$ cat config.mk
export PLATFORM = sky130hd
export DESIGN_NAME = rhbc_mix
export DESIGN_NICKNAME = d
export VERILOG_FILES = /design/src/design/rhbc_pkg.sv /design/src/design/rhbc_mix.sv
export SDC_FILE = /design/constraint.sdc
export NUM_CORES = 1
export LEC_CHECK = 0
export BUFFER_PORTS_ARGS = -buffer_cell sky130_fd_sc_hd__buf_2
export CAP_MARGIN = 5
export CORE_MARGIN = 4
export CORE_UTILIZATION = 35
export CTS_CLUSTER_SIZE = 8
export DETAILED_ROUTE_END_ITERATION = 10
export GPL_TIMING_DRIVEN = 0
export PLACE_DENSITY = 0.56
export SETUP_SLACK_MARGIN = 0.2
export SYNTH_ARGS = -nofsm -noshare
export SYNTH_HDL_FRONTEND = slang
export SYNTH_SLANG_ARGS = --single-unit
$ cat constraint.sdc
create_clock -name clk -period 7.2 [get_ports clk]
set_input_delay 1.08 -clock clk [delete_from_list [all_inputs] [get_ports clk]]
set_output_delay 1.08 -clock clk [all_outputs]
set_load 0.1 [all_outputs]
$ cat src/design/rhbc_pkg.sv
`timescale 1ns / 1ps

package rhbc_pkg;

    // Input word: one world position, signed Q16.16
    typedef struct packed {
        logic signed [31:0] world_x;
        logic signed [31:0] world_z;
    } rhbc_in_t;

    // Result word
    typedef struct packed {
        logic [3:0]  biome_index;
        logic        table_empty;
        logic [23:0] moisture;
        logic [23:0] roughness;
        logic [23:0] elevation;
    } rhbc_out_t;

    // Classification results carried alongside the fallback hash and modulo
    typedef struct packed {
        logic [23:0] moisture;
        logic [23:0] roughness;
        logic [23:0] elevation;
        logic [4:0]  slot;
        logic        slot_hit;
    } rhbc_side_t;

    // Configuration register indexes
    typedef enum logic [2:0] {
        REG_SEED           = 3'd0,
        REG_REGION_SCALE   = 3'd1,
        REG_BIOME_COUNT    = 3'd2,
        REG_ROCKY_SLOT     = 3'd3,
        REG_SPARSE_SLOT    = 3'd4,
        REG_CAMP_SLOT      = 3'd5,
        REG_GRASSLAND_SLOT = 3'd6
    } rhbc_reg_t;

    localparam int RHBC_MAX_BIOMES = 16;

    // Scale floor (0.001 in Q16.16) and reset values
    localparam logic [24:0] RHBC_MIN_SCALE   = 25'd66;
    localparam logic [24:0] RHBC_SCALE_RESET = 25'd65536;
    localparam logic [4:0]  RHBC_SLOT_ABSENT = 5'd16;

    // Hash multipliers
    localparam logic [31:0] RHBC_MUL_X    = 32'h9e3779b1;
    localparam logic [31:0] RHBC_MUL_Z    = 32'h85ebca6b;
    localparam logic [31:0] RHBC_MUL_SEED = 32'h27d4eb2d;
    localparam logic [31:0] RHBC_MUL_SALT = 32'hc2b2ae35;
    localparam logic [31:0] RHBC_MUL_FIN1 = 32'h7feb352d;
    localparam logic [31:0] RHBC_MUL_FIN2 = 32'h846ca68b;

    // salt * RHBC_MUL_SALT, low 32 bits, per salt
    localparam logic [63:0] RHBC_K17_W = 64'd17 * 64'(RHBC_MUL_SALT);
    localparam logic [63:0] RHBC_K41_W = 64'd41 * 64'(RHBC_MUL_SALT);
    localparam logic [63:0] RHBC_K73_W = 64'd73 * 64'(RHBC_MUL_SALT);
    localparam logic [63:0] RHBC_K3_W  = 64'd3 * 64'(RHBC_MUL_SALT);
    localparam logic [63:0] RHBC_K5_W  = 64'd5 * 64'(RHBC_MUL_SALT);
    localparam logic [63:0] RHBC_K7_W  = 64'd7 * 64'(RHBC_MUL_SALT);
    localparam logic [63:0] RHBC_K11_W = 64'd11 * 64'(RHBC_MUL_SALT);
    localparam logic [31:0] RHBC_KEY_MOIST = RHBC_K17_W[31:0];
    localparam logic [31:0] RHBC_KEY_ROUGH = RHBC_K41_W[31:0];
    localparam logic [31:0] RHBC_KEY_ELEV  = RHBC_K73_W[31:0];
    localparam logic [31:0] RHBC_KEY_ROCKY = RHBC_K3_W[31:0];
    localparam logic [31:0] RHBC_KEY_SPARSE = RHBC_K5_W[31:0];
    localparam logic [31:0] RHBC_KEY_CAMP  = RHBC_K7_W[31:0];
    localparam logic [31:0] RHBC_KEY_GRASS = RHBC_K11_W[31:0];

    // Thresholds: h*100 > p*FS  <=>  h > floor(p*FS/100)
    //             h*100 < p*FS  <=>  h < ceil(p*FS/100)
    localparam longint RHBC_FULL_SCALE = 64'd16777215;
    localparam longint RHBC_ROCKY_N  = (68 * RHBC_FULL_SCALE) / 100;
    localparam longint RHBC_SPARSE_N = (28 * RHBC_FULL_SCALE + 99) / 100;
    localparam longint RHBC_ELEV_N   = (72 * RHBC_FULL_SCALE) / 100;
    localparam longint RHBC_MOIST_N  = (45 * RHBC_FULL_SCALE) / 100;
    localparam logic [23:0] RHBC_ROCKY_TH  = RHBC_ROCKY_N[23:0];
    localparam logic [23:0] RHBC_SPARSE_TH = RHBC_SPARSE_N[23:0];
    localparam logic [23:0] RHBC_ELEV_TH   = RHBC_ELEV_N[23:0];
    localparam logic [23:0] RHBC_MOIST_TH  = RHBC_MOIST_N[23:0];

    // Modulo pipeline: dividend bits retired per stage
    localparam int RHBC_MOD_STEP   = 4;
    localparam int RHBC_MOD_STAGES = 32 / RHBC_MOD_STEP;

    // Cell mult, hash base, mix a/b, classify, fallback mix a/b, modulo, output
    localparam int RHBC_LATENCY = 7 + RHBC_MOD_STAGES + 1;

endpackage

$ cat src/design/rhbc_mix.sv
`timescale 1ns / 1ps

// Hash finalizer: salt key, fold, two multiplies, fold. Two register stages.
module rhbc_mix
    import rhbc_pkg::*;
(
    input  logic        clk,
    input  logic [31:0] base,
    input  logic [31:0] salt_key,
    output logic [31:0] hash
);

    logic [31:0] fold_a;
    logic [31:0] fold_b;
    logic [31:0] mul_a_reg;
    logic [31:0] mul_a_next;
    logic [31:0] mul_b_reg;
    logic [31:0] mul_b_next;

    // Stage a: XOR in salt key, fold high half down, first multiply
    always_comb
    begin
        fold_a     = base ^ salt_key;
        fold_a     = fold_a ^ (fold_a >> 16);
        mul_a_next = fold_a * RHBC_MUL_FIN1;
    end

    // Stage b: fold by 15, second multiply
    always_comb
    begin
        fold_b     = mul_a_reg ^ (mul_a_reg >> 15);
        mul_b_next = fold_b * RHBC_MUL_FIN2;
    end

    always_ff @(posedge clk)
    begin
        mul_a_reg <= mul_a_next;
        mul_b_reg <= mul_b_next;
    end

    // Final fold
    assign hash = mul_b_reg ^ (mul_b_reg >> 16);

endmodule

==> metrics <==
status complete, no violations; Yosys warnings 0; Residual DRC 0; number of distinct library cells after synthesis 46; CTS Buf Count 9; layout cells sized above 1 18.8%; Tightest Pin Transition 0.694 ns; area delta synth->final 21.9%; post-layout util 43.2%; WL/cell 18.0 µm; Worst-path clk slew 0.05 ns; initial antenna violation count 0; fill count 5049; Crit. Startpoint base[25]; setup violators final 0; TritonRoute pass-1 iters 4; core area 52800 µm²; Final Cell Area 22800 µm²; predominant post-synthesis flop cell dfxtp_1; Buffers on Ports 96; post-DP HPWL 41800 µm; Avg Inst Size Synth 10.1 µm²; Initial Utilization 35.4%; most used cell, CP fa_1; top cell type's share of synthesized area 37.1%; relative slew slack 53.7%; DP Area 20400 µm²; placed cells 2636; FF-to-FF path depth 21; Crit path depth 24; Max Cap Viol 0; Rows 84; Crit Path Max Fanout 7; gr usage total 17.5%; crit path DAT 7.31 ns; Reg2Reg Setup Slack 0.43 ns; Finished Layout Cells 2735; Routed Antenna Nets 0; final hold viol count 0; drt first-iter violations 439; htree depth 3; RSZ-0062 raised after global routing true; leading area contributor after synthesis fa_1; FF-to-FF End mul_b_reg[31]; final setup TNS 0 ns; CP Capture Type flip-flop; largest net degree at the start of global routing 12; Crit-path slowest cell fa_1; WP buf/inv 7; Worst Path Required 7.43 ns; Worst-Skew Late Latency 0.36 ns; die area 57200 µm²; Synth top cells by count 558 x inv_1, 379 x ha_1, 347 x fa_1; total wire length 49300 µm; NumNets Final 2833; vias in the first global route 14100; vias 12700; fin. max-slew vios 0; top post-synthesis cells by area fa_1 37%, ha_1 25%, inv_1 11%; # diodes 0; f_max 0.141 GHz; worst setup path endpoint mul_a_reg[31]; critical-path cell list buf_2, xor2_4, buf_12, xnor2_4, buf_4, ha_1, inv_1, fa_1, inv_1, fa_1, inv_1, fa_1, inv_1, fa_1, fa_1, fa_1, fa_1, ha_2, a21o_1, a21o_1, a21oi_1, o21ai_0, a21oi_2, xnor2_1; Synth Register Bits 64; Synth async-reset ratio 0%; CTS tree done; fin crit share 98.3%; CP Class in -> reg; count leader, synth inv_1; Max Root-Sink Buffers 2; post-synthesis cell area 18700 µm²; Startpoint Class primary input; post-route minimum period 7.08 ns; min-delay worst type reg -> reg; Die X 239 µm; die height 239 µm; Reg2Reg Launch Point mul_a_reg[22]; CTS root buffer clkbuf_16; register area share after synthesis 6.85%; cts hold-fix bufs 0; number of enable flip-flop cells after synthesis 0; cell count after synthesis 1851; Top Family by Delay on Critical Path adder cells; clk sink count 64; skew final 0.0149 ns; I/O pin count 97; GRT Residual Overflow 0; routability cong. 0.975; global-route wire length before repair 76600 µm; syn nets 2642; vias per cell 4.64; critical path's largest stage delay 0.55 ns
-- worst min-delay path, delay by kind of cell (launching register included) --
kind | cells | cell delay [ns]
buf+inv | 1 | 0.17
flops | 1 | 0.34
xor+xnor | 1 | 0.14
-- what timing repair did --
action / in CTS / in global routing
buffers inserted: 59 / 24
gates resized for setup: 118 / 106
pin swaps: 53 / 61
setup endpoints to repair: 25 / 13
cloned: 0 / 0
-- cell families after synthesis --
kind of cell             share of synthesized area (%)
adder cells (fa/ha/maj)                           62.5
buffers and inverters                             11.9
XOR/XNOR                                          11.1
AO/OA/AOI/OAI                                     4.71
AND/OR/NAND/NOR                                   3.00
flip-flops                                        6.85
-- cell type report --
class                      count  area (µm²)  area share, %
buffer                        17         135          0.593
clock buffer                  12         256           1.13
clock inverter                 4        52.6          0.231
inverter                     558        2120           9.29
multi-input combinational   1212       16800           73.7
sequential                    64        1300           5.69
tap                          688         861           3.78
timing repair buffer         180        1280           5.62
-- cells in the final DEF (no fill, tap or decap), types with 6 or more instances in the layout --
| cell type | n |
|---|---|
| xnor2_2 | 10 |
| xor2_1 | 40 |
| ha_4 | 20 |
| inv_4 | 6 |
| nor2_1 | 35 |
| buf_12 | 7 |
| nand2_1 | 28 |
| fa_1 | 338 |
| buf_4 | 90 |
| o21bai_1 | 9 |
| ha_1 | 353 |
| xnor2_4 | 27 |
| a21o_1 | 30 |
| fa_2 | 9 |
| inv_1 | 531 |
| o21ai_0 | 11 |
| clkbuf_16 | 9 |
| nand3_1 | 8 |
| buf_6 | 8 |
| dfxtp_2 | 9 |
| xnor2_1 | 118 |
| xor2_2 | 8 |
| ha_2 | 6 |
| nand2b_1 | 6 |
| xor2_4 | 30 |
| a21oi_1 | 43 |
| and2_1 | 6 |
| inv_2 | 19 |
| o21a_1 | 7 |
| dfxtp_1 | 54 |
| buf_2 | 87 |
-- per-layer routing --
metal  vias to the layer above  global-route usage, %  part of all wire, %
li1                       5960                      -                    -
met1                      6385                   22.0                   42
met2                       258                   31.3                   51
met3                        92                   1.70                  3.4
met4                         0                   6.35                  4.3
met5                         -                      0                    0
-- stage by stage --
stage,hold slack (ns),setup slack [ns]
3_5_place_dp,0.719,-1.49
2_1_floorplan,0.587,0.208
6_report,0.714,0.121
5_1_grt,0.734,-0.0463
4_1_cts,0.722,0.115
3_3_place_gp,0.924,-1.59
-- worst min-delay path by stage --
stage	from	to	cells after the start	slack, ns
after floorplan	mul_a_reg[0]	mul_b_reg[0]	1	0.59
after global placement	mul_a_reg[0]	mul_b_reg[0]	1	0.92
after detailed placement	mul_a_reg[0]	mul_b_reg[0]	2	0.72
after CTS	mul_a_reg[0]	mul_b_reg[0]	2	0.72
after global routing	mul_a_reg[0]	mul_b_reg[0]	2	0.73
final	mul_a_reg[0]	mul_b_reg[0]	2	0.71
Power is left out: the tool's default activity adds up to more than one toggle a clock period on the data nets, which glitch-free logic cannot reach.
